### src/rtl/cbm_pkg.sv
// Package for the cartridge bank mapper with clock.
// Holds operation and target codes, clock register selects and the structs
// passed between the mapper decode and the clock unit. No dependencies.
package cbm_pkg;

  localparam int unsigned ROM_BANK_BITS  = 7;
  localparam int unsigned RAM_BANKS      = 4;
  localparam int unsigned BOOT_ROM_BYTES = 256;

  localparam int unsigned ADDR_W   = 16;
  localparam int unsigned MAPPED_W = 21;
  localparam int unsigned IN_TDATA_W  = 32;
  localparam int unsigned OUT_TDATA_W = 40;

  localparam logic [3:0] ENABLE_KEY = 4'hA;
  localparam logic [7:0] SEC_LIMIT  = 8'd60;
  localparam logic [7:0] MIN_LIMIT  = 8'd60;
  localparam logic [7:0] HOUR_LIMIT = 8'd24;

  typedef enum logic [2:0] {
    OP_ROM_READ  = 3'd0,
    OP_MAP_WRITE = 3'd1,
    OP_RAM_READ  = 3'd2,
    OP_RAM_WRITE = 3'd3,
    OP_TICK      = 3'd4
  } op_e;

  typedef enum logic [2:0] {
    TGT_BOOT = 3'd0,
    TGT_ROM  = 3'd1,
    TGT_RAM  = 3'd2,
    TGT_RTC  = 3'd3,
    TGT_NONE = 3'd4
  } tgt_e;

  // clock register selects
  localparam logic [7:0] RTC_SEC  = 8'h08;
  localparam logic [7:0] RTC_MIN  = 8'h09;
  localparam logic [7:0] RTC_HOUR = 8'h0A;
  localparam logic [7:0] RTC_DAYL = 8'h0B;
  localparam logic [7:0] RTC_CTL  = 8'h0C;

  // mapper register windows (address bits 15:13)
  localparam logic [2:0] WIN_ENABLE = 3'd0;
  localparam logic [2:0] WIN_ROMBNK = 3'd1;
  localparam logic [2:0] WIN_SELECT = 3'd2;
  localparam logic [2:0] WIN_LATCH  = 3'd3;

  typedef struct packed {
    logic       tick;
    logic       latch;
    logic       wr_en;
    logic [7:0] sel;
    logic [7:0] wr_data;
  } rtc_cmd_t;

  typedef struct packed {
    tgt_e                  target;
    logic [MAPPED_W-1:0]   mapped;
    logic [7:0]            rtc_data;
    logic                  strobe;
    logic [7:0]            store;
  } result_t;

endpackage

### src/rtl/cbm_rtc.sv
// Real-time clock: second/minute/hour/day counters, control byte, latch copy.
// Driven by commands from cbm_map; depends on cbm_pkg.
module cbm_rtc (
  input  logic              clk_i,
  input  logic              rst_ni,
  input  logic              fire_i,
  input  cbm_pkg::rtc_cmd_t cmd_i,
  output logic [7:0]        rd_data_o
);
  import cbm_pkg::*;

  logic [7:0]  sec_q, sec_d, min_q, min_d, hour_q, hour_d, ctl_q, ctl_d;
  logic [8:0]  day_q, day_d;
  logic [40:0] latched_q, latched_d;

  logic [7:0] sec_inc, min_inc, hour_inc;
  logic [9:0] day_inc;
  logic       sec_wrap, min_wrap, hour_wrap, day_wrap;

  always_comb begin
    sec_inc   = sec_q + 8'd1;
    min_inc   = min_q + 8'd1;
    hour_inc  = hour_q + 8'd1;
    day_inc   = {1'b0, day_q} + 10'd1;
    sec_wrap  = (sec_inc >= SEC_LIMIT) || (sec_inc == 8'd0);
    min_wrap  = (min_inc >= MIN_LIMIT) || (min_inc == 8'd0);
    hour_wrap = (hour_inc >= HOUR_LIMIT) || (hour_inc == 8'd0);
    day_wrap  = day_inc[9];
  end

  always_comb begin
    sec_d     = sec_q;
    min_d     = min_q;
    hour_d    = hour_q;
    day_d     = day_q;
    ctl_d     = ctl_q;
    latched_d = latched_q;
    if (fire_i) begin
      if (cmd_i.tick) begin
        sec_d = sec_wrap ? 8'd0 : sec_inc;
        if (sec_wrap) begin
          min_d = min_wrap ? 8'd0 : min_inc;
          if (min_wrap) begin
            hour_d = hour_wrap ? 8'd0 : hour_inc;
            if (hour_wrap) begin
              day_d = day_inc[8:0];
              if (day_wrap) begin
                ctl_d[7] = 1'b1;
              end
            end
          end
        end
        ctl_d[0] = day_d[8];
      end
      if (cmd_i.latch) begin
        latched_d = {ctl_q, day_q, hour_q, min_q, sec_q};
      end
      if (cmd_i.wr_en) begin
        case (cmd_i.sel)
          RTC_SEC:  sec_d = cmd_i.wr_data;
          RTC_MIN:  min_d = cmd_i.wr_data;
          RTC_HOUR: hour_d = cmd_i.wr_data;
          RTC_DAYL: day_d = {day_q[8], cmd_i.wr_data};
          default: begin
            ctl_d = cmd_i.wr_data;
            day_d = {cmd_i.wr_data[0], day_q[7:0]};
          end
        endcase
      end
    end
  end

  always_comb begin
    case (cmd_i.sel)
      RTC_SEC:  rd_data_o = latched_q[7:0];
      RTC_MIN:  rd_data_o = latched_q[15:8];
      RTC_HOUR: rd_data_o = latched_q[23:16];
      RTC_DAYL: rd_data_o = latched_q[31:24];
      default:  rd_data_o = latched_q[40:33];
    endcase
  end

  always_ff @(posedge clk_i or negedge rst_ni) begin
    if (!rst_ni) begin
      sec_q     <= '0;
      min_q     <= '0;
      hour_q    <= '0;
      day_q     <= '0;
      ctl_q     <= '0;
      latched_q <= '0;
    end else begin
      sec_q     <= sec_d;
      min_q     <= min_d;
      hour_q    <= hour_d;
      day_q     <= day_d;
      ctl_q     <= ctl_d;
      latched_q <= latched_d;
    end
  end

endmodule

### src/rtl/cbm_map.sv
// Mapper registers and access decode: ROM/boot/RAM/RTC targeting and clock
// commands. Depends on cbm_pkg; reads latched clock bytes from cbm_rtc.
module cbm_map (
  input  logic                      clk_i,
  input  logic                      rst_ni,
  input  logic                      fire_i,
  input  logic [2:0]                op_i,
  input  logic [cbm_pkg::ADDR_W-1:0] addr_i,
  input  logic [7:0]                wdata_i,
  input  logic                      boot_i,
  input  logic [7:0]                rtc_rd_data_i,
  output cbm_pkg::result_t          res_o,
  output cbm_pkg::rtc_cmd_t         cmd_o
);
  import cbm_pkg::*;

  logic [ROM_BANK_BITS-1:0] bank_q, bank_d, bank_eff;
  logic [3:0]               enable_q, enable_d;
  logic [7:0]               sel_q, sel_d, latch_prev_q, latch_prev_d;
  logic                     enabled, is_ram, is_rtc;

  always_comb begin
    enabled  = (enable_q == ENABLE_KEY);
    is_ram   = (sel_q < 8'(RAM_BANKS));
    is_rtc   = (sel_q >= RTC_SEC) && (sel_q <= RTC_CTL);
    bank_eff = (bank_q == '0) ? ROM_BANK_BITS'(1) : bank_q;
  end

  always_comb begin
    res_o          = '0;
    res_o.target   = TGT_NONE;
    cmd_o          = '0;
    cmd_o.sel      = sel_q;
    cmd_o.wr_data  = wdata_i;
    bank_d         = bank_q;
    enable_d       = enable_q;
    sel_d          = sel_q;
    latch_prev_d   = latch_prev_q;
    case (op_i)
      OP_ROM_READ: begin
        if (boot_i && (addr_i < ADDR_W'(BOOT_ROM_BYTES))) begin
          res_o.target = TGT_BOOT;
          res_o.mapped = MAPPED_W'(addr_i);
        end else begin
          res_o.target = TGT_ROM;
          res_o.mapped = MAPPED_W'(addr_i);
          if (addr_i[15:14] != 2'b00) begin
            res_o.mapped = MAPPED_W'({bank_eff, addr_i[13:0]});
          end
        end
      end
      OP_MAP_WRITE: begin
        case (addr_i[15:13])
          WIN_ENABLE: enable_d = wdata_i[3:0];
          WIN_ROMBNK: bank_d = ROM_BANK_BITS'(wdata_i & 8'h7F);
          WIN_SELECT: sel_d = wdata_i;
          WIN_LATCH: begin
            cmd_o.latch  = (latch_prev_q == 8'h00) && (wdata_i == 8'h01);
            latch_prev_d = wdata_i;
          end
          default: ;
        endcase
      end
      OP_RAM_READ, OP_RAM_WRITE: begin
        if (enabled && is_ram) begin
          res_o.target = TGT_RAM;
          res_o.mapped = MAPPED_W'({sel_q, addr_i[12:0]});
          if (op_i == OP_RAM_WRITE) begin
            res_o.strobe = 1'b1;
            res_o.store  = wdata_i;
          end
        end else if (enabled && is_rtc) begin
          res_o.target = TGT_RTC;
          if (op_i == OP_RAM_READ) begin
            res_o.rtc_data = rtc_rd_data_i;
          end else begin
            cmd_o.wr_en = 1'b1;
          end
        end
      end
      OP_TICK: cmd_o.tick = 1'b1;
      default: ;
    endcase
  end

  always_ff @(posedge clk_i or negedge rst_ni) begin
    if (!rst_ni) begin
      bank_q       <= '0;
      enable_q     <= '0;
      sel_q        <= '0;
      latch_prev_q <= '0;
    end else if (fire_i) begin
      bank_q       <= bank_d;
      enable_q     <= enable_d;
      sel_q        <= sel_d;
      latch_prev_q <= latch_prev_d;
    end
  end

endmodule

### src/rtl/cartridge_bank_mapper_with_rtc.sv
// Top level of the cartridge bank mapper with real-time clock.
// Input register, cbm_map decode, cbm_rtc clock, result register.
// Depends on cbm_pkg, cbm_map, cbm_rtc.
//
//   channel  | dir | handshake                    | payload
//   ---------+-----+------------------------------+--------------------------------
//   s_axis   | in  | s_axis_tvalid_i/tready_o     | tuser: operation; tdata: addr,
//            |     |                              |   write byte, boot overlay flag
//   m_axis   | out | m_axis_tvalid_o/tready_i     | tuser: target; tdata: mapped
//            |     |                              |   offset, rtc byte, strobe, store
//
// One in, one out via the input and result registers; one per cycle unless stalled.
// Mapper and clock state update as the item leaves the input register.
// Reset clears all mapper and clock registers; both stages come up empty.
// Input is taken while the result register holds a stalled transaction, as
// long as the input register is empty.
module cartridge_bank_mapper_with_rtc (
  input  logic                                clk_i,
  input  logic                                rst_ni,
  input  logic                                s_axis_tvalid_i,
  output logic                                s_axis_tready_o,
  // [15:0] address, [23:16] write_data, [24] boot_rom_mapped, [31:25] zero
  input  logic [cbm_pkg::IN_TDATA_W-1:0]      s_axis_tdata_i,
  // [2:0] operation
  input  logic [2:0]                          s_axis_tuser_i,
  output logic                                m_axis_tvalid_o,
  input  logic                                m_axis_tready_i,
  // [20:0] mapped_address, [28:21] rtc_data, [29] ram_write_strobe,
  // [37:30] store_data, [39:38] zero
  output logic [cbm_pkg::OUT_TDATA_W-1:0]     m_axis_tdata_o,
  // [2:0] target
  output logic [2:0]                          m_axis_tuser_o
);
  import cbm_pkg::*;

  logic              in_vld_q;
  logic [2:0]        op_q;
  logic [ADDR_W-1:0] addr_q;
  logic [7:0]        wdata_q;
  logic              boot_q;
  logic              out_vld_q;
  result_t           res_q, res_d;
  rtc_cmd_t          cmd;
  logic [7:0]        rtc_rd;
  logic              fire, s_fire;

  assign fire            = in_vld_q && (!out_vld_q || m_axis_tready_i);
  assign s_axis_tready_o = !in_vld_q || fire;
  assign s_fire          = s_axis_tvalid_i && s_axis_tready_o;

  always_ff @(posedge clk_i or negedge rst_ni) begin
    if (!rst_ni) begin
      in_vld_q  <= 1'b0;
      out_vld_q <= 1'b0;
    end else begin
      if (s_axis_tready_o) begin
        in_vld_q <= s_axis_tvalid_i;
      end
      if (fire) begin
        out_vld_q <= 1'b1;
      end else if (m_axis_tready_i) begin
        out_vld_q <= 1'b0;
      end
    end
  end

  always_ff @(posedge clk_i) begin
    if (s_fire) begin
      op_q    <= s_axis_tuser_i;
      addr_q  <= s_axis_tdata_i[15:0];
      wdata_q <= s_axis_tdata_i[23:16];
      boot_q  <= s_axis_tdata_i[24];
    end
    if (fire) begin
      res_q <= res_d;
    end
  end

  cbm_map u_map (
    .clk_i         (clk_i),
    .rst_ni        (rst_ni),
    .fire_i        (fire),
    .op_i          (op_q),
    .addr_i        (addr_q),
    .wdata_i       (wdata_q),
    .boot_i        (boot_q),
    .rtc_rd_data_i (rtc_rd),
    .res_o         (res_d),
    .cmd_o         (cmd)
  );

  cbm_rtc u_rtc (
    .clk_i     (clk_i),
    .rst_ni    (rst_ni),
    .fire_i    (fire),
    .cmd_i     (cmd),
    .rd_data_o (rtc_rd)
  );

  assign m_axis_tvalid_o = out_vld_q;
  assign m_axis_tuser_o  = res_q.target;
  assign m_axis_tdata_o  = {2'b00, res_q.store, res_q.strobe, res_q.rtc_data, res_q.mapped};

endmodule

### config.mk
export PLATFORM = sky130hd
export DESIGN_NAME = cartridge_bank_mapper_with_rtc
export DESIGN_NICKNAME = d
export VERILOG_FILES = /design/src/rtl/cbm_pkg.sv /design/src/rtl/cbm_rtc.sv /design/src/rtl/cbm_map.sv /design/src/rtl/cartridge_bank_mapper_with_rtc.sv
export SDC_FILE = /design/constraint.sdc
export NUM_CORES = 1
export LEC_CHECK = 0
export BUFFER_PORTS_ARGS = -buffer_cell sky130_fd_sc_hd__clkbuf_2
export CORE_ASPECT_RATIO = 1.25
export CORE_MARGIN = 5
export CORE_UTILIZATION = 59
export DETAILED_ROUTE_END_ITERATION = 7
export PLACE_DENSITY = 0.79
export SYNTH_ARGS = -nofsm -noshare
export SYNTH_HDL_FRONTEND = slang
export SYNTH_HIERARCHICAL = 1
export SYNTH_SLANG_ARGS = --single-unit
### constraint.sdc
create_clock -name clk_i -period 4 [get_ports clk_i]
set_input_delay 0 -clock clk_i [delete_from_list [all_inputs] [get_ports clk_i]]
set_output_delay 0 -clock clk_i [all_outputs]
set_load 0.005 [all_outputs]
==> results.py <==
metrics = {
    "floorplanning": {
        "core_area_mm2": 0.01435,
        "num_rows": 49,
        "ios": 84,
        "start_util": 0.5966,
        "die_area_mm2": 0.01703,
        "die_h_um": 144.7,
        "chipWidth_um": 117.7,
    },
    "sta": {
        "fin_crit_sh": 0.7864,
        "worst_pin_slew_ns": 0.9815,
        "finalSetupViolCount": 0,
        "tns_ns": 0,
        "max_slew_margin": 0.3457,
        "grt_setup_unrepaired": "false",
        "fmax_mhz": 317.9,
        "timing.final.hold_violations": 0,
        "clock_skew_ns": 0.01318,
        "drv_slew": 0,
        "post-route-min-period_ns": 3.146,
    },
    "logic_synthesis": {
        "syn_inst": 692,
        "avgSynthCellArea_um2": 12.37,
        "async_flop_share": 0.6145,
        "synth_compound_area_frac": 0.1121,
        "seq_area_frac_synth": 0.5637,
        "yosysMostFrequentCell": "dfrtp_1",
        "synth_common_cells": "110 x dfrtp_1, 69 x edfxtp_1, 65 x mux2_2",
        "yosys.area_share.adder": 0.01023,
        "yosysTopAreaCellShare": 0.3216,
        "ys.flop_type": "dfrtp_1",
        "synth_edf_count": 69,
        "synthSimpleGateAreaFrac": 0.1456,
        "ys_ff_latch": 179,
        "yosysTopAreaCell": "dfrtp_1",
        "synth_top_family_by_area": "simple AND/OR/NAND/NOR gates",
        "synthDistinctLibCells": 86,
        "yosys_warnings": 6,
        "synth.cell_area_mm2": 0.008559,
        "synth_mux_area_frac": 0.1241,
        "synthTopCellsByArea": "dfrtp_1 32%, edfxtp_1 24%, mux2_2 8.6%",
        "synth-xor-area-share": 0.004093,
    },
    "power": {
        "switching_share": 0.2712,
        "p_seq_frac": 0.522,
        "power_w": 0.004177,
        "power.switching_w": 0.001133,
        "combPwrFrac": 0.091,
        "max-vdd-ir-drop_mv": 0.4198,
        "p_int_w": 0.003044,
        "p_clk_frac": 0.386,
        "p_per_area_mw_per_mm2": 423.1,
        "p_leak_nw": 4.213,
    },
    "clocking": {
        "cts_tree": "yes",
        "ctsHoldBuffers": 32,
        "clk_pin_slew_ns": 0.07,
        "cts_sinks": 179,
        "cts_made_buffers": 17,
        "ctsLongestPathBuffers": 2,
        "cts_setup_buffers": 0,
        "cts.root.buffer_cell": "clkbuf_16",
        "clock_latency_ns": 0.42,
        "cts-resized-gates": 0,
        "cts_max_level": 4,
    },
    "final_layout": {
        "area_delta_synth_final_pct": 15.33,
        "final_nets": 829,
        "final.fill_count": 1014,
        "regArea_mm2": 0.004825,
        "utilization": 0.6881,
        "drive_gt1_frac": 0.2789,
        "antenna_cells": 0,
        "multi_input_area_mm2": 0.003400,
    },
    "place": {
        "dpl.hpwl_um": 13540,
        "port_buffers": 74,
        "gp_congestion": 0.9248,
    },
    "detailed_routing": {
        "dr.pass1.iters": 5,
        "final_antenna_net_count": 0,
        "wl_um": 21120,
        "routedWlPerCell_um": 21.68,
        "viasPerCell": 6.427,
        "dr_total_vias": 6260,
        "drtIter0Drc": 745,
        "drc": 0,
    },
    "global_route": {
        "grt_pass1_wl_um": 33520,
        "track_usage": 0.2505,
        "overflow": 0,
        "grt_pass1_vias": 6434,
        "antenna_found_initial": 0,
        "grt_max_degree": 65,
    },
    "worst_setup_path": {
        "cp_max_fo": 12,
        "cp-end-kind": "flop",
        "critPathKind": "reg -> reg",
        "arrival_ns": 3.44,
        "crit_path_start_kind": "flop",
        "cp.required_ns": 4.30,
    },
    "outcome": {
        "status": "complete, no violations",
    },
    "flow_run": {
        "maxCapViolations": 0,
    },
    "min_path": {
        "hold_path.class": "in -> async",
    },
}
## critical path, stage by stage, from the launching register on
cell	delay [ns]
dfrtp_1	0.43
nor4_4	0.43
nand3_2	0.33
nor3_2	0.38
nand3_1	0.35
nor3b_1	0.40
nand2_1	0.17
mux2_2	0.35
o21ai_0	0.07
o41ai_1	0.10
## final timing paths
| check | slack, ns | cells past startpoint | endpoint | from |
|---|---|---|---|---|
| min | 0.24 | 2 | u_rtc/sec_q[0] | rst_ni |
| max | 0.85 | 9 | u_rtc/min_q[2] | u_map/sel_q[7] |
| min reg2reg | 0.49 | 2 | u_rtc/latched_q[29] | u_rtc/latched_q[29] |
| max in group asynchronous | 2.64 | 3 | u_rtc/latched_q[31] | rst_ni |
| max reg2reg | 0.85 | 9 | u_rtc/min_q[2] | u_map/sel_q[7] |
| min in group clk_i | 0.28 | 2 | addr_q[7] | s_axis_tdata_i[7] |
## power groups by stage
stage                     clock network (W)  logic [W]  registers, W
after floorplan                           0   0.000257       0.00214
after global placement                    0   0.000336       0.00220
after detailed placement                  0   0.000351       0.00221
after CTS                           0.00163   0.000378       0.00218
after global routing                0.00173   0.000416       0.00220
final                               0.00161   0.000381       0.00218
## final cells by class
cell class | count | share of cell area
Clock buffer | 17 | 0.04309
Multi-Input combinational cell | 446 | 0.3444
Tap cell | 178 | 0.02256
Sequential cell | 179 | 0.4887
Clock inverter | 15 | 0.01584
Timing Repair Buffer | 113 | 0.07554
Inverter | 26 | 0.009886
## routing by layer
layer / track usage / wire (µm) / vias to the layer above
met5: 0 / 0 / -
met4: 0.1322 / 974 / 0
met3: 0.04666 / 1395 / 86
met2: 0.4487 / 11060 / 303
met1: 0.2883 / 7687 / 3111
li1: - / - / 2760
## through the flow
step / std cells / area [µm²] / setup slack, ns / hold slack (ns)
after floorplan: 693 / 8563 / 0.9582 / -0.2956
after global placement: 910 / 8970 / 0.9711 / 0.1349
after detailed placement: 910 / 8970 / 0.8605 / 0.1458
after CTS: 974 / 9872 / 0.8531 / 0.2498
after global routing: 974 / 9872 / 0.6065 / 0.2667
final: 974 / 9872 / 0.8543 / 0.2370
## cell usage in the layout, fill, tap and decap left out, types with 13 or more instances in the layout
cell type	n
clkbuf_2	73
dfrtp_1	110
o21ai_0	30
nand2_1	47
inv_1	26
nand4_1	13
mux2_2	65
nor3_1	19
nor2_1	32
edfxtp_1	69
and2_1	21
a21boi_0	14
clkbuf_16	17
nand3_1	22
a21oi_1	13
a22o_1	13
dlygate4sd3_1	32
## logic make-up (layout without fill, tap and decap cells)
kind of cell             count (synthesis)  after routing
AO/OA/AOI/OAI                          133            133
flip-flops                             179            179
XOR/XNOR                                 4              4
AND/OR/NAND/NOR                        216            216
adder cells (fa/ha/maj)                  7              7
multiplexers                            84             84
other                                    1              2
buffers and inverters                   68            171
## state kept, by name, summed over array words and instances (netlist names)
register            flops
u_rtc/latched_q        40
m_axis_tdata_o         38
addr_q                 16
u_rtc/day_q             9
u_map/latch_prev_q      8
u_map/sel_q             8
u_rtc/ctl_q             8
u_rtc/hour_q            8
u_rtc/min_q             8
u_rtc/sec_q             8
wdata_q                 8
u_map/bank_q            7
u_map/enable_q          4
m_axis_tuser_o          3
op_q                    3
boot_q                  1
in_vld_q                1
m_axis_tvalid_o         1
Note: power is estimated with default switching activity, not from simulation.
